--- src/hdl/tnon_pkg.sv ---
// shared types and constants of the telnet option negotiator
`timescale 1ns / 1ps
`default_nettype none
package tnon_pkg;

  localparam logic [7:0] IAC_BYTE  = 8'hFF;
  localparam logic [7:0] VERB_DO   = 8'hFD;
  localparam logic [7:0] VERB_WONT = 8'hFC;
  localparam logic [7:0] VERB_WILL = 8'hFB;
  localparam logic [7:0] VERB_SB   = 8'hFA;
  localparam logic [7:0] VERB_SE   = 8'hF0;
  localparam logic [7:0] OPT_NAWS  = 8'd31;

  localparam logic [15:0] COLUMNS_RESET = 16'd80;
  localparam logic [15:0] ROWS_RESET    = 16'd24;

  localparam int unsigned CFG_IDX_W = 1;
  localparam logic [CFG_IDX_W-1:0] CFG_IDX_COLUMNS = 1'b0;
  localparam logic [CFG_IDX_W-1:0] CFG_IDX_ROWS    = 1'b1;

  typedef enum logic [1:0] {
    PH_NORMAL = 2'd0,
    PH_VERB   = 2'd1,
    PH_OPTION = 2'd2
  } phase_t;

  typedef enum logic [1:0] {
    JOB_DATA  = 2'd0,
    JOB_REPLY = 2'd1,
    JOB_NAWS  = 2'd2
  } job_kind_t;

  typedef struct packed {
    job_kind_t  kind;
    logic [7:0] verb;
    logic [7:0] opt;
  } job_t;

endpackage
`default_nettype wire

--- src/hdl/telnet_option_negotiator_top.sv ---
// top level of the telnet option negotiator
`timescale 1ns / 1ps
`default_nettype none
// Parses a received telnet byte stream, one item per cycle while in_stall is low,
// into a one-deep job register. A data byte gives one result and, while out_stall
// is low, the block keeps one item per cycle for a stream of them. An IAC or verb
// byte gives no result. An option byte gives a three-byte reply, or for DO
// WINDOW_SIZE a twelve-byte reply; the job register holds that reply while its
// bytes go out one per cycle unless out_stall holds them, and in_stall stays high
// until its last byte enters the output register. An accepted item passes
// through the job register and then the output register. The window size
// registers, written on cfg_we, apply to window size bytes loaded afterwards.
module telnet_option_negotiator_top
  import tnon_pkg::*;
(
  input  wire logic                 clk,
  input  wire logic                 rst_n,
  input  wire logic                 in_valid,
  output logic                      in_stall,
  input  wire logic [7:0]           in_rx_byte,
  input  wire logic                 in_chunk_end,
  output logic                      out_valid,
  input  wire logic                 out_stall,
  output logic                      out_to_peer,
  output logic [7:0]                out_out_byte,
  output logic                      out_message_end,
  output logic                      out_last,
  input  wire logic                 cfg_we,
  input  wire logic [CFG_IDX_W-1:0] cfg_index,
  input  wire logic [15:0]          cfg_wdata
);

  logic        in_fire;
  logic        can_take;
  logic        job_valid;
  job_t        job;
  logic [15:0] columns_r;
  logic [15:0] rows_r;

  assign in_stall = !can_take;
  assign in_fire  = in_valid && can_take;

  always_ff @(posedge clk) begin
    if (!rst_n) begin
      columns_r <= COLUMNS_RESET;
      rows_r    <= ROWS_RESET;
    end else if (cfg_we) begin
      unique case (cfg_index)
        CFG_IDX_COLUMNS: columns_r <= cfg_wdata;
        CFG_IDX_ROWS:    rows_r    <= cfg_wdata;
      endcase
    end
  end

  tnon_parser u_parser (
    .clk       (clk),
    .rst_n     (rst_n),
    .in_fire   (in_fire),
    .rx_byte   (in_rx_byte),
    .job_valid (job_valid),
    .job       (job)
  );

  tnon_emitter u_emitter (
    .clk             (clk),
    .rst_n           (rst_n),
    .new_valid       (in_fire && job_valid),
    .new_job         (job),
    .can_take        (can_take),
    .columns         (columns_r),
    .rows            (rows_r),
    .out_valid       (out_valid),
    .out_stall       (out_stall),
    .out_to_peer     (out_to_peer),
    .out_out_byte    (out_out_byte),
    .out_message_end (out_message_end),
    .out_last        (out_last)
  );

endmodule
`default_nettype wire

--- src/hdl/tnon_parser.sv ---
// three-phase command parser turning accepted bytes into output jobs
`timescale 1ns / 1ps
`default_nettype none
module tnon_parser
  import tnon_pkg::*;
(
  input  wire logic       clk,
  input  wire logic       rst_n,
  input  wire logic       in_fire,
  input  wire logic [7:0] rx_byte,
  output logic            job_valid,
  output job_t            job
);

  phase_t     phase_r, phase_nxt;
  logic [7:0] held_verb_r, held_verb_nxt;
  logic [7:0] mapped_verb;
  logic       is_naws;

  // next phase
  always_comb begin
    case (phase_r)
      PH_VERB:   phase_nxt = PH_OPTION;
      PH_OPTION: phase_nxt = PH_NORMAL;
      default:   phase_nxt = (rx_byte == IAC_BYTE) ? PH_VERB : PH_NORMAL;
    endcase
  end

  always_comb begin
    priority if (held_verb_r == VERB_DO) begin
      mapped_verb = VERB_WONT;
    end else if (held_verb_r == VERB_WILL) begin
      mapped_verb = VERB_DO;
    end else begin
      mapped_verb = held_verb_r;
    end
  end

  assign is_naws = (held_verb_r == VERB_DO) && (rx_byte == OPT_NAWS);

  // job and held verb
  always_comb begin
    held_verb_nxt = held_verb_r;
    job.kind      = JOB_DATA;
    job.verb      = held_verb_r;
    job.opt       = rx_byte;
    job_valid     = 1'b0;
    case (phase_r)
      PH_VERB: begin
        held_verb_nxt = rx_byte;
      end
      PH_OPTION: begin
        job_valid = 1'b1;
        if (is_naws) begin
          job.kind = JOB_NAWS;
        end else begin
          job.kind      = JOB_REPLY;
          job.verb      = mapped_verb;
          held_verb_nxt = mapped_verb;
        end
      end
      default: begin
        job_valid = (rx_byte != IAC_BYTE);
      end
    endcase
  end

  always_ff @(posedge clk) begin
    if (!rst_n) begin
      phase_r     <= PH_NORMAL;
      held_verb_r <= 8'h00;
    end else if (in_fire) begin
      phase_r     <= phase_nxt;
      held_verb_r <= held_verb_nxt;
    end
  end

endmodule
`default_nettype wire

--- src/hdl/tnon_emitter.sv ---
// job register, byte sequencer and output register
`timescale 1ns / 1ps
`default_nettype none
module tnon_emitter
  import tnon_pkg::*;
(
  input  wire logic        clk,
  input  wire logic        rst_n,
  input  wire logic        new_valid,
  input  wire job_t        new_job,
  output logic             can_take,
  input  wire logic [15:0] columns,
  input  wire logic [15:0] rows,
  output logic             out_valid,
  input  wire logic        out_stall,
  output logic             out_to_peer,
  output logic [7:0]       out_out_byte,
  output logic             out_message_end,
  output logic             out_last
);

  logic       busy_r;
  job_t       job_r;
  logic [3:0] idx_r;
  logic [3:0] last_idx;
  logic       out_load;
  logic       job_done;
  logic [7:0] byte_sel;
  logic       msg_end_sel;

  logic       out_valid_r;
  logic       to_peer_r;
  logic [7:0] byte_r;
  logic       msg_end_r;
  logic       last_r;

  always_comb begin
    unique case (job_r.kind)
      JOB_REPLY: last_idx = 4'd2;
      JOB_NAWS:  last_idx = 4'd11;
      default:   last_idx = 4'd0;
    endcase
  end

  assign out_load = busy_r && (!out_valid_r || !out_stall);
  assign job_done = out_load && (idx_r == last_idx);
  assign can_take = !busy_r || job_done;

  // byte of the current job at the current position
  always_comb begin
    byte_sel    = job_r.opt;
    msg_end_sel = 1'b0;
    unique case (job_r.kind)
      JOB_REPLY: begin
        msg_end_sel = (idx_r == 4'd2);
        case (idx_r)
          4'd0:    byte_sel = IAC_BYTE;
          4'd1:    byte_sel = job_r.verb;
          default: byte_sel = job_r.opt;
        endcase
      end
      JOB_NAWS: begin
        msg_end_sel = (idx_r == 4'd2) || (idx_r == 4'd11);
        case (idx_r)
          4'd0:    byte_sel = IAC_BYTE;
          4'd1:    byte_sel = VERB_WILL;
          4'd2:    byte_sel = OPT_NAWS;
          4'd3:    byte_sel = IAC_BYTE;
          4'd4:    byte_sel = VERB_SB;
          4'd5:    byte_sel = OPT_NAWS;
          4'd6:    byte_sel = columns[15:8];
          4'd7:    byte_sel = columns[7:0];
          4'd8:    byte_sel = rows[15:8];
          4'd9:    byte_sel = rows[7:0];
          4'd10:   byte_sel = IAC_BYTE;
          default: byte_sel = VERB_SE;
        endcase
      end
      default: begin
        byte_sel    = job_r.opt;
        msg_end_sel = 1'b0;
      end
    endcase
  end

  always_ff @(posedge clk) begin
    if (!rst_n) begin
      busy_r <= 1'b0;
      idx_r  <= 4'd0;
    end else if (new_valid) begin
      busy_r <= 1'b1;
      idx_r  <= 4'd0;
    end else if (job_done) begin
      busy_r <= 1'b0;
      idx_r  <= 4'd0;
    end else if (out_load) begin
      idx_r <= idx_r + 4'd1;
    end
  end

  always_ff @(posedge clk) begin
    if (new_valid) begin
      job_r <= new_job;
    end
  end

  always_ff @(posedge clk) begin
    if (!rst_n) begin
      out_valid_r <= 1'b0;
    end else if (out_load) begin
      out_valid_r <= 1'b1;
    end else if (!out_stall) begin
      out_valid_r <= 1'b0;
    end
  end

  always_ff @(posedge clk) begin
    if (out_load) begin
      to_peer_r <= (job_r.kind != JOB_DATA);
      byte_r    <= byte_sel;
      msg_end_r <= msg_end_sel;
      last_r    <= (idx_r == last_idx);
    end
  end

  assign out_valid       = out_valid_r;
  assign out_to_peer     = to_peer_r;
  assign out_out_byte    = byte_r;
  assign out_message_end = msg_end_r;
  assign out_last        = last_r;

endmodule
`default_nettype wire

--- config.mk ---
export PLATFORM = sky130hd
export DESIGN_NAME = telnet_option_negotiator_top
export DESIGN_NICKNAME = d
export VERILOG_FILES = /design/src/hdl/tnon_pkg.sv /design/src/hdl/telnet_option_negotiator_top.sv /design/src/hdl/tnon_parser.sv /design/src/hdl/tnon_emitter.sv
export SDC_FILE = /design/constraint.sdc
export NUM_CORES = 1
export LEC_CHECK = 0
export ABC_CLOCK_PERIOD_IN_PS = 3900
export BUFFER_PORTS_ARGS = -buffer_cell sky130_fd_sc_hd__buf_2
export CORE_MARGIN = 1
export CORE_UTILIZATION = 58
export DETAILED_ROUTE_END_ITERATION = 8
export PLACE_DENSITY = 0.84
export SYNTH_ARGS = -nofsm -noshare
export SYNTH_HDL_FRONTEND = slang
export SYNTH_SLANG_ARGS = --single-unit
--- constraint.sdc ---
create_clock -name clk -period 3.9 [get_ports clk]
set_input_delay 0.195 -clock clk [delete_from_list [all_inputs] [get_ports clk]]
set_output_delay 0.195 -clock clk [all_outputs]
set_load 0.01 [all_outputs]
; ---- Yosys cells after proc, flatten, opt, wreduce, memory -nomap -nowiden
; Index checks and enable logic that the tools add are counted.
; W data, S select, Z words.
[word_totals]
regBits = 77
out_inout_bits = 13
elab_cells = 79
[classes]
add_sub_neg = 1
eq_ne = 22
mux = 18
bitwise_logic = 2
reduce_logical = 22
[op_table]
columns = op, n
row1 = $pmux W8 S8, 1
row2 = $pmux W8 S2, 3
row3 = $mux W8, 4
row4 = $eq A8 B8 Y1 const B, 3
row5 = $eq A4 B3 Y1 const B, 4
row6 = $eq A4 B4 Y1 const B, 4
row7 = $eq A4 B2 Y1 const B, 2
row8 = $eq A8 B5 Y1 const B, 1
row9 = $ne A8 B8 Y1 const B, 1
row10 = $pmux W4 S2, 1
row11 = $reduce_and A2 Y1, 3
row12 = $reduce_bool A2 Y1, 3
row13 = $reduce_or A3 Y1, 2
row14 = $logic_and A1 B1 Y1, 5
row15 = $mux W1, 5
row16 = $add A4 B1 Y4 const B, 1
row17 = $eq A2 B1 Y1 const B, 2
row18 = $eq A2 B2 Y1 const B, 2
row19 = $eq A4 B1 Y1 const B, 1
row20 = $eq A4 B4 Y1, 1
row21 = $logic_not A1 Y1, 4
row22 = $logic_not A4 Y1, 1
row23 = $pmux W1 S2, 2
row24 = $pmux W2 S2, 1
row25 = 5 further kinds, 8

; ---- Depth between registers and ports, before layout
; Gate-level depths: netlist of run 1.
[depth]
word_depth = 8
mapped_depth = 8
mapped_depth_nobuf = 7

; ---- Hierarchy
; From an unflattened synthesis of run 1, not the netlist that was laid out.
[unflattened]
cells_unflattened = 378
hier_area_um2 = 3772.4
[modules_own_cells]
columns = mod, n_inst, cells_per_inst, area_each_um2, seq_area_each_um2
row1 = tnon_emitter, 1, 160, 1840.5, 991.0
row2 = telnet_option_negotiator_top, 1, 130, 1266.2, 640.6
row3 = tnon_parser, 1, 88, 665.6, 200.2

; ---- Worst setup path before layout of run 1
; Ideal clock, no wire load.
[synth_timing]
path_type = reg-to-reg
start = reg u_emitter.job_r[16] (netlist bit)
end = reg u_emitter.job_r[0] (netlist bit) (enable)
arrival_ns = 2.312
required_time_ns = 3.508
setup_slack_ns = 1.195
stages_incl_launch_ff = 7
n_path_buf = 0
synth_period_minus_slack_ns = 2.705
cell_sequence = edfxtp_1 inv_1 ha_1 or3_4 a211oi_4 a31oi_4 nor2_1
[synth_between]
elab_chain_len = 7
elab_cells_between_ends = 8
cone_classes = eq/ne: 3 / mux: 1 / reduce/logical: 4
[synth_rtl]
columns = element, line_no
row1 = "start, declared", tnon_emitter.sv:23  ; job_t job_r;
row2 = "start signal, assigned", tnon_emitter.sv:103  ; job_r <= new_job;
row3 = $eq A2 B2 Y1 / $eq A2 B1 Y1 (equally long branches), tnon_emitter.sv:38  ; unique case (job_r.kind)
row4 = $pmux W4 S2 *, tnon_emitter.sv:38
row5 = $eq A4 B4 Y1 *, tnon_emitter.sv:46  ; assign job_done = out_load && (idx_r == last_idx);
row6 = $logic_and A1 B1 Y1 *, tnon_emitter.sv:46
row7 = $logic_or A1 B1 Y1 *, tnon_emitter.sv:47  ; assign can_take = !busy_r || job_done;
row8 = $logic_and A1 B1 Y1 *, telnet_option_negotiator_top.sv:41  ; assign in_fire = in_valid && can_take;
row9 = $logic_and A1 B1 Y1 *, telnet_option_negotiator_top.sv:67  ; .new_valid (in_fire && job_valid),
row10 = named net u_emitter.new_valid, tnon_emitter.sv:9  ; input wire logic new_valid,
; Mark *: on every way through the listed nets, which the timed path passes. The rest lies on a longest branch.
; A chain may end at the register's enable or synchronous reset.

; ---- Worst setup path in the final report of run 1
[layout_timing]
start = reg u_emitter.job_r[16] (netlist bit)
end = reg u_emitter.idx_r[2]
[layout_between]
elab_chain_len = 8
elab_cells_between_ends = 9
cone_classes = eq/ne: 3 / mux: 1 / reduce/logical: 5
[layout_rtl]
columns = element, line_no
row1 = $eq A2 B2 Y1 / $eq A2 B1 Y1 (equally long branches), tnon_emitter.sv:38
row2 = $pmux W4 S2 *, tnon_emitter.sv:38
row3 = $eq A4 B4 Y1 *, tnon_emitter.sv:46
row4 = $logic_and A1 B1 Y1 *, tnon_emitter.sv:46
row5 = $logic_or A1 B1 Y1, tnon_emitter.sv:47
row6 = $logic_and A1 B1 Y1, telnet_option_negotiator_top.sv:41
row7 = $logic_and A1 B1 Y1, telnet_option_negotiator_top.sv:67
row8 = $reduce_or A3 Y1 (no source line) *, n/a
row9 = "end signal, assigned", tnon_emitter.sv:97  ; idx_r <= idx_r + 4'd1;
row10 = "end, declared", tnon_emitter.sv:24  ; logic [3:0] idx_r;
; Mark *: on every way between the ends. The rest lies on a longest branch, timed or not.

==> flow_metrics.env, run 1 <==
export IMPL_run_status="finished, final reports clean"
export IMPL_ant_nets=0
export IMPL_synth_nets=443
export IMPL_grt_total_usage_pct=26.0
export IMPL_synth_area_leaders="dfxtp_1 (26%), edfxtp_1 (24%), nand2_1 (8.5%)"
export IMPL_setup_viol=0
export IMPL_multiInputGateArea_um2=1710
export IMPL_tightestPinTransition_ns=1.18
export IMPL_core_area_um2=6030
export IMPL_cts_buffers=9
export IMPL_startpoint="u_emitter.job_r[16]"
export IMPL_crit_required_ns=4.09
export IMPL_regArea_um2=1830
export IMPL_vias_per_cell=6.00
export IMPL_yosys_warnings=0
export IMPL_grt_pass1_vias=2700
export IMPL_worstPathArrival_ns=2.79
export IMPL_finalNetCount=469
export IMPL_critPathKind="register to register"
export IMPL_vias=3056
export IMPL_grt_max_degree=52
export IMPL_slew_headroom_pct=20.9
export IMPL_place_ws_ns=1.37
export IMPL_synth_edf_count=29
export IMPL_hpwlAfterDp_mm=5.47
export IMPL_synth_largest_area_cell="dfxtp_1"
export IMPL_syn_area_per_cell_um2=9.18
export IMPL_slowest_stage="ha_1"
export IMPL_hold_violations=0
export IMPL_drv_slew=0
export IMPL_worstPathMaxFanout=14
export IMPL_clk_latency_ns=0.35
export IMPL_synth_seq_cells=77
export IMPL_antenna_cells=0
export IMPL_clkTransAtPathRegs_ns=0.08
export IMPL_io_buffers=42
export IMPL_yosysUniqueCellTypes=46
export IMPL_htreeDepth=3
export IMPL_cp_endpoint="u_emitter.idx_r[2]"
export IMPL_grt_overflow_total=0
export IMPL_cts_tree="built"
export IMPL_whs_path_depth=1
export IMPL_cts_num_sinks=77
export IMPL_ioPinCount=44
export IMPL_synthesis_area_um2=3700
export IMPL_peakVddDrop_v=0.000253
export IMPL_critPathMaxStageDelay_ns=0.55
export IMPL_die_width_um=81.9
export IMPL_synth_common_cells="nand2_1 (84), dfxtp_1 (48), a21boi_0 (29), edfxtp_1 (29), clkbuf_1 (27)"
export IMPL_rsz0062_at_grt="false"
export IMPL_cp_start_kind="register"
export IMPL_p_leak_uw=0.00150
export IMPL_synthArstFlopShare_pct=0
export IMPL_clock_path_buffers=2
export IMPL_syn_inst=403
export IMPL_ctsResizeCount=0
export IMPL_max_cap_violations=0
export IMPL_ys_flop_type="dfxtp_1"
export IMPL_post_cts_setup_buffers=0
export IMPL_finalSetupTns_ns=0
export IMPL_power_density_nw_per_um2=438
export IMPL_synthToLayoutAreaGrowth_pct=11.3
export IMPL_r2r_cells=7
export IMPL_remaining_drc_errors=0
export IMPL_yosysMostFrequentCell="nand2_1"
export IMPL_grt_pass1_wl_mm=13.1
export IMPL_drt_pass1_iter_count=5
export IMPL_period_minus_slack_ns=2.60
export IMPL_initial_core_util_pct=61.4
export IMPL_cts_root_buf="clkbuf_8"
export IMPL_worstHoldStart="in_rx_byte[0]"
export IMPL_finClkSkew_ns=0.0102
export IMPL_antenna_found_initial=0
export IMPL_crit_reg2reg_launch="u_emitter.job_r[16]"
export IMPL_ys_seq_area_share_pct=49.5
export IMPL_r2r_setup_slack_ns=1.30
export IMPL_timing_fmax_mhz=384
export IMPL_drt_iter0_drc=310
export IMPL_layout_setup_ws_ns=1.30
export IMPL_reg2reg_to="u_emitter.idx_r[2]"
export IMPL_cts_hold_buf=0
export IMPL_n_fill_cell=452
export IMPL_synth_top_cell_area_share_pct=26.0
export IMPL_final_util_pct=68.3
export IMPL_wirelength_mm=8.23
export IMPL_placementRows=28
export IMPL_routedWlPerCell_um=16.2
export IMPL_finalPower_uw=1800
export IMPL_die_area_um2=6700
export IMPL_period_share_pct=66.7
export IMPL_cp_cell_sequence="inv_1 -> ha_1 -> xor2_1 -> a211oi_4 -> a31oi_4 -> o21ai_0 -> a311oi_1"
export IMPL_final_layout_size_suffix_gt1_share_pct=15.9
export IMPL_place_congestion=0.871
export IMPL_end_kind="register"
export IMPL_hold_path_class="primary input to register"
export IMPL_die_h_um=81.9
-- report_power, final --
part	switching [uW]	internal, uW
Clock	301	363
Combinational	138	84.5
Sequential	21.4	894
Total	460	1340
-- worst max-delay path, delay by kind of cell, from the launching register on --
kind | cells | cell delay [ns]
AOI/OAI and AO/OA | 4 | 1.28
xor gates and xnor gates | 1 | 0.17
adders and majority gates | 1 | 0.55
buffers and inverters | 1 | 0.07
DFF | 1 | 0.37
-- layer usage --
| metal | vias up | track usage [%] | wire [um] |
|---|---|---|---|
| met2 | 127 | 39.2 | 4000 |
| met5 | - | 0 | 0 |
| met4 | 0 | 10.2 | 114 |
| met1 | 1442 | 36.8 | 3560 |
| li1 | 1476 | - | - |
| met3 | 11 | 5.00 | 562 |
-- registers in the layout (all words and copies together), names as in the netlist --
register / count
u_emitter.out_valid: 1
u_emitter.busy_r: 1
u_emitter.out_out_byte: 8
columns_r: 16
u_parser.phase_r: 2
u_emitter.out_last: 1
u_emitter.idx_r: 4
u_emitter.job_r: 18
rows_r: 16
u_emitter.out_to_peer: 1
u_emitter.out_message_end: 1
u_parser.held_verb_r: 8
-- metrics by stage --
step	instance area [um2]	cells	hold WS [ns]
global placement	3890	493	0.415
CTS	4120	509	0.0539
global route	4120	509	0.0561
detailed placement	3890	493	0.424
finish	4120	509	0.0681
floorplan	3700	403	0.294
-- cells in the final DEF, fill, tap and decap left out, types with 3 or more instances in the layout --
cell type	instances
nand2_1	84
dfxtp_1	48
buf_2	42
a21boi_0	29
edfxtp_1	29
nor2_1	26
o21ai_0	23
a21oi_1	16
a22oi_1	15
inv_1	12
nand3_1	9
o22ai_1	9
mux2i_1	9
ha_1	9
clkbuf_8	9
o2bb2ai_1	6
nor3_1	5
nor2b_1	5
nand2b_1	3
o31ai_1	3
o21bai_1	3
-- final cells by class --
| type | count | area share (%) |
|---|---|---|
| sequential | 77 | 44.5 |
| multi-input combinational | 286 | 41.4 |
| timing repair buffer | 43 | 5.29 |
| clock buffer | 9 | 3.01 |
| clock inverter | 7 | 2.40 |
| tap | 75 | 2.28 |
| inverter | 12 | 1.09 |
-- worst min path at each step --
stage	endpoint
floorplan	u_emitter.job_r[0]
global placement	u_emitter.job_r[0]
detailed placement	u_emitter.job_r[0]
CTS	u_emitter.job_r[0]
global route	u_emitter.job_r[0]
finish	u_emitter.job_r[0]
-- cell families after synthesis --
| group | count (synthesis) | share of synthesized area [%] |
|---|---|---|
| buffers and inverters | 40 | 4.36 |
| xor gates and xnor gates | 1 | 0.237 |
| and+or+nand+nor | 149 | 18.2 |
| adders and majority gates | 9 | 3.04 |
| AOI/OAI and AO/OA | 118 | 22.2 |
| DFF | 77 | 49.5 |
| muxes | 9 | 2.44 |
Note: power is estimated with default switching activity, not from simulation.
==> run 2: changes to the inputs <==
--- a/config.mk
+++ b/config.mk
@@ -5,12 +5,12 @@
 export SDC_FILE = /design/constraint.sdc
 export NUM_CORES = 1
 export LEC_CHECK = 0
-export ABC_CLOCK_PERIOD_IN_PS = 3900
+export ABC_CLOCK_PERIOD_IN_PS = 2350
 export BUFFER_PORTS_ARGS = -buffer_cell sky130_fd_sc_hd__buf_2
 export CORE_MARGIN = 1
-export CORE_UTILIZATION = 58
+export CORE_UTILIZATION = 52
 export DETAILED_ROUTE_END_ITERATION = 8
-export PLACE_DENSITY = 0.84
+export PLACE_DENSITY = 0.8
 export SYNTH_ARGS = -nofsm -noshare
 export SYNTH_HDL_FRONTEND = slang
 export SYNTH_SLANG_ARGS = --single-unit
==> constraint.sdc (replaced) <==
create_clock -name clk -period 2.35 [get_ports clk]
set_input_delay 0.1175 -clock clk [delete_from_list [all_inputs] [get_ports clk]]
set_output_delay 0.1175 -clock clk [all_outputs]
set_load 0.01 [all_outputs]
==> run 2 against run 1 <==
Clock skew grew 0.0030 ns. Sequential cell count is the same. Count of clock-buffer cells in the layout is 2 higher. Sequential power rose by 66%. Via count increased by 1.5%. Fmax is 16% higher. Clock power grew 31%. Register-to-register slack worse by 1.2 ns. Critical path type unchanged. Highest routed layer unchanged.
==> flow_metrics.env, run 2 (synthesized netlist as in run 1, its figures left out) <==
export IMPL_grt_pass1_vias=2841
export IMPL_cp_start_kind="register"
export IMPL_wl_met1_mm=3.80
export IMPL_io_buffers=42
export IMPL_run_status="finished, final reports clean"
export IMPL_clock_path_buffers=2
export IMPL_period_minus_slack_ns=2.24
export IMPL_worstPathArrival_ns=2.40
export IMPL_remaining_drc_errors=0
export IMPL_p_leak_uw=0.00157
export IMPL_n_fill_cell=589
export IMPL_met2_length_mm=3.83
export IMPL_slew_headroom_pct=56.6
export IMPL_top_regs="u_emitter.job_r (18), columns_r (16), rows_r (16)"
export IMPL_wl_met3_um=451
export IMPL_crit_required_ns=2.50
export IMPL_drv_slew=0
export IMPL_ant_nets=0
export IMPL_ioPinCount=44
export IMPL_die_h_um=86.3
export IMPL_tightestPinTransition_ns=0.650
export IMPL_regMostFlops="u_emitter.job_r"
export IMPL_slowest_stage="dfxtp_1"
export IMPL_layout_commonest_cell="nand2_1"
export IMPL_finalNetCount=487
export IMPL_finalSetupTns_ns=0
export IMPL_rsz0062_at_grt="false"
export IMPL_dp_cells=522
export IMPL_worstPathMaxFanout=8
export IMPL_core_area_um2=6830
export IMPL_synthToLayoutAreaGrowth_pct=15.5
export IMPL_grt_pass1_wl_mm=13.4
export IMPL_critPathMaxStageDelay_ns=0.50
export IMPL_die_width_um=86.3
export IMPL_cts_buffers=9
export IMPL_cts_num_sinks=77
export IMPL_die_area_um2=7450
export IMPL_drt_pass1_iter_count=5
export IMPL_post_cts_setup_buffers=0
export IMPL_placementRows=30
export IMPL_grt_total_usage_pct=23.5
export IMPL_cts_root_buf="clkbuf_8"
export IMPL_timing_fmax_mhz=446
export IMPL_finClkSkew_ns=0.0133
export IMPL_final_cell_mix="nand2_1 (84), dfxtp_1 (48), buf_2 (42)"
export IMPL_routedWlPerCell_um=15.0
export IMPL_wirelength_mm=8.24
export IMPL_drt_iter0_drc=279
export IMPL_crit_family="simple AND/OR/NAND/NOR gates"
export IMPL_fin_cells=548
export IMPL_largest_reg_flops=18
export IMPL_final_layout_size_suffix_gt1_share_pct=17.0
export IMPL_place_congestion=0.869
export IMPL_clkTransAtPathRegs_ns=0.08
export IMPL_antenna_found_initial=0
export IMPL_holdWs_ns=0.0172
export IMPL_grt_overflow_total=0
export IMPL_critPathKind="register to register"
export IMPL_final_util_pct=62.5
export IMPL_clk_latency_ns=0.36
export IMPL_max_cap_violations=0
export IMPL_hpwlAfterDp_mm=5.75
export IMPL_antenna_cells=0
export IMPL_power_density_nw_per_um2=656
export IMPL_peakVddDrop_v=0.000369
export IMPL_initial_core_util_pct=54.1
export IMPL_r2r_setup_slack_ns=0.11
export IMPL_end_kind="register"
export IMPL_vias=3102
export IMPL_htreeDepth=3
export IMPL_path_buf_inv=1
export IMPL_cts_tree="built"
export IMPL_top_layer="met4"
export IMPL_cp_cell_sequence="inv_1 -> ha_1 -> nor2_1 -> nor3_1 -> a21oi_1 -> nor2_1 -> o21ai_0"
export IMPL_period_share_pct=95.5
export IMPL_grt_max_degree=46
export IMPL_hold_path_class="primary input to register"
export IMPL_hold_violations=0
export IMPL_cp_common_cell="nor2_1"
export IMPL_vias_per_cell=5.66
export IMPL_setup_viol=0
[run 2: cell types whose count changed in the layout (fill, tap and decap cells not counted), moves of 2 or more]
cell and delta:
buf_4 +6, clkinv_4 -2, clkinv_2 +3, dlygate4sd3_1 +10
bufinv_16 -2
[run 2: power breakdown]
group	switching [uW]	leakage [uW]	internal, uW	total, uW
combinational	237	0.000804	173	410
clock	467	0.0000932	406	872
sequential	35.0	0.000675	1480	1520
[run 2: cell type report]
class / instances / area (um2) / share of cell area, %
Clock buffer: 11 / 141 / 3.31
Sequential cell: 77 / 1830 / 42.9
Inverter: 12 / 45.0 / 1.05
Clock inverter: 5 / 26.3 / 0.615
Multi-Input combinational cell: 286 / 1710 / 40.1
Timing Repair Buffer: 61 / 394 / 9.23
Tap cell: 96 / 120 / 2.81
[run 2: metal layers]
metal | GRT usage [%] | vias up
li1 | - | 1512
met1 | 32.9 | 1459
met2 | 35.4 | 117
met3 | 4.38 | 14
met4 | 10.9 | 0
met5 | 0 | -
[run 2: path summary, 6_finish.rpt]
path / from / end / depth (start not counted)
worst max register to register: u_emitter.idx_r[0] / u_emitter.out_out_byte[5] / 7
worst min-delay path: cfg_wdata[10] / columns_r[10] / 3
worst max-delay path: u_emitter.idx_r[0] / u_emitter.out_out_byte[5] / 7
worst min register to register: rows_r[0] / rows_r[0] / 2
[run 2: worst min-delay path: stages]
cell	delay (ns)
buf_2	0.10
nand2_1	0.04
a21boi_0	0.06
[run 2: metrics by stage]
stage                     cell area, um2  setup slack, ns  total power, uW
after CTS                           4270           0.0379             2820
after global routing                4270          0.00890             2930
after detailed placement            4000            0.155             1940
final                               4270            0.106             2800
after floorplan                     3710            0.137             1790
after global placement              4000            0.187             1920
[run 2: what timing repair did]
action | CTS | global route
hold endpoints to repair | 11 | 0
setup endpoints to repair | 0 | 2
resized for setup | 0 | 2
hold buffers | 10 | 0
==> run 3: changes to the inputs <==
--- a/config.mk
+++ b/config.mk
@@ -5,12 +5,12 @@
 export SDC_FILE = /design/constraint.sdc
 export NUM_CORES = 1
 export LEC_CHECK = 0
-export ABC_CLOCK_PERIOD_IN_PS = 2350
+export ABC_CLOCK_PERIOD_IN_PS = 2600
 export BUFFER_PORTS_ARGS = -buffer_cell sky130_fd_sc_hd__buf_2
 export CORE_MARGIN = 1
-export CORE_UTILIZATION = 52
+export CORE_UTILIZATION = 59
 export DETAILED_ROUTE_END_ITERATION = 8
-export PLACE_DENSITY = 0.8
+export PLACE_DENSITY_LB_ADDON = 0.2
 export SYNTH_ARGS = -nofsm -noshare
 export SYNTH_HDL_FRONTEND = slang
 export SYNTH_SLANG_ARGS = --single-unit
==> constraint.sdc (replaced) <==
create_clock -name clk -period 2.6 [get_ports clk]
set_input_delay 0.13 -clock clk [delete_from_list [all_inputs] [get_ports clk]]
set_output_delay 0.13 -clock clk [all_outputs]
set_load 0.01 [all_outputs]
==> run 3 against run 2 <==
Highest routed layer unchanged. Non-clock buffer count is 11 lower. Largest cell class unchanged. Sequential share of layout area increased by 1.6 points. Wire length fell by 1.5%. Worst hold slack got worse by 0.0096 ns. Utilization rose by 6.3 points. Count of clock-buffer cells in the layout grew 1. Cell area down 3.5%.
==> flow_metrics.env, run 3 (synthesized netlist as in run 1, its figures left out) <==
export IMPL_drt_pass1_iter_count=5
export IMPL_ioPinCount=44
export IMPL_max_cap_violations=0
export IMPL_cts_buffers=9
export IMPL_vias_per_cell=5.92
export IMPL_layout_commonest_cell="nand2_1"
export IMPL_clk_latency_ns=0.35
export IMPL_ant_nets=0
export IMPL_regMostFlops="u_emitter.job_r"
export IMPL_clock_path_buffers=2
export IMPL_routedWlPerCell_um=15.7
export IMPL_placementRows=28
export IMPL_fin_area_um2=4120
export IMPL_critPathKind="register to output port"
export IMPL_worstPathArrival_ns=2.20
export IMPL_htreeDepth=3
export IMPL_period_minus_slack_ns=2.33
export IMPL_fin_cells=516
export IMPL_wirelength_mm=8.12
export IMPL_core_area_um2=5990
export IMPL_die_area_um2=6590
export IMPL_grt_pass1_wl_mm=12.8
export IMPL_peakVddDrop_v=0.000383
export IMPL_ctsResizeCount=0
export IMPL_remaining_drc_errors=0
export IMPL_hpwlAfterDp_mm=5.63
export IMPL_die_h_um=81.2
export IMPL_p_leak_uw=0.00152
export IMPL_finClkSkew_ns=0.00726
export IMPL_synthToLayoutAreaGrowth_pct=11.4
export IMPL_run_status="finished, final reports clean"
export IMPL_dpl_cell_area_um2=3940
export IMPL_crit_required_ns=2.47
export IMPL_n_fill_cell=482
export IMPL_cts_tree="built"
export IMPL_finalNetCount=476
export IMPL_slew_headroom_pct=55.5
export IMPL_final_layout_size_suffix_gt1_share_pct=16.8
export IMPL_io_buffers=42
export IMPL_hold_path_class="primary input to register"
export IMPL_place_congestion=0.832
export IMPL_drt_iter0_drc=295
export IMPL_clkTransAtPathRegs_ns=0.08
export IMPL_grt_pass1_vias=2673
export IMPL_tightestPinTransition_ns=0.668
export IMPL_drv_slew=0
export IMPL_setup_viol=0
export IMPL_cp_start_kind="register"
export IMPL_dp_cells=499
export IMPL_largest_reg_flops=18
export IMPL_initial_core_util_pct=61.7
export IMPL_power_density_nw_per_um2=611
export IMPL_period_share_pct=89.5
export IMPL_grt_max_degree=41
export IMPL_timing_fmax_mhz=430
export IMPL_final_cell_mix="nand2_1 (84), dfxtp_1 (48), buf_2 (42)"
export IMPL_cts_num_sinks=77
export IMPL_grt_overflow_total=0
export IMPL_grt_total_usage_pct=26.0
export IMPL_hold_violations=0
export IMPL_end_kind="output port"
export IMPL_die_width_um=81.2
export IMPL_cts_root_buf="clkbuf_8"
export IMPL_rsz0062_at_grt="false"
export IMPL_top_regs="u_emitter.job_r (18), columns_r (16), rows_r (16)"
export IMPL_worstPathMaxFanout=6
export IMPL_finalPower_uw=2520
export IMPL_antenna_cells=0
export IMPL_finalSetupTns_ns=0
export IMPL_vias=3056
export IMPL_antenna_found_initial=0
run 3: worst paths after layout:
check	startpoint	endpoint	slack (ns)	cells after the start
worst max-delay path	u_emitter.job_r[16]	in_stall	0.27	7
worst min register to register	u_parser.held_verb_r[6]	u_emitter.job_r[14]	0.47	0
worst min-delay path	in_rx_byte[5]	u_emitter.job_r[5]	0.008	1
worst max register to register	u_emitter.job_r[16]	u_emitter.idx_r[2]	0.29	7
run 3: what timing repair did:
item / 4_1_cts / 5_1_grt
hold endpoints to repair: 1 / 0
hold buffers: 1 / 0
buffers inserted: 0 / 0
run 3: layout make-up:
cell class / count / area, um2 / share of cell area, %
sequential: 77 / 1830 / 44.4
multi-input combinational: 286 / 1710 / 41.4
timing repair buffer: 50 / 273 / 6.62
clock buffer: 12 / 145 / 3.52
tap: 75 / 93.8 / 2.28
inverter: 12 / 45.0 / 1.09
clock inverter: 4 / 25.0 / 0.607
run 3: layer usage:
| layer | vias to the layer above | GRT usage [%] | share of wire [%] |
|---|---|---|---|
| li1 | 1492 | - | - |
| met1 | 1431 | 36.2 | 45 |
| met2 | 114 | 38.3 | 46 |
| met3 | 19 | 6.63 | 7.0 |
| met4 | 0 | 10.9 | 2.1 |
| met5 | - | 0 | 0 |
run 3: worst max-delay path, stage by stage, from the launching register on:
cell,delay [ns]
edfxtp_1,0.36
inv_1,0.06
ha_1,0.23
or3_4,0.35
a211oi_4,0.31
buf_4,0.19
a21boi_0,0.15
buf_2,0.20
run 3: power breakdown:
part	internal, uW	switching, uW	leakage [uW]	total [uW]
logic	138	209	0.000749	346
clock network	372	426	0.0000907	799
registers	1340	31.4	0.000675	1370
total	1850	666	0.00152	2520
run 3: through the flow:
| stage | setup slack [ns] | util (%) | hold slack [ns] |
|---|---|---|---|
| 2_1_floorplan | 0.182 | - | 0.229 |
| 3_3_place_gp | 0.401 | 65.8 | 0.355 |
| 3_5_place_dp | 0.316 | 65.8 | 0.360 |
| 4_1_cts | 0.235 | 68.8 | 0.00627 |
| 5_1_grt | 0.125 | 68.8 | 0.00152 |
| 6_report | 0.274 | 68.8 | 0.00758 |
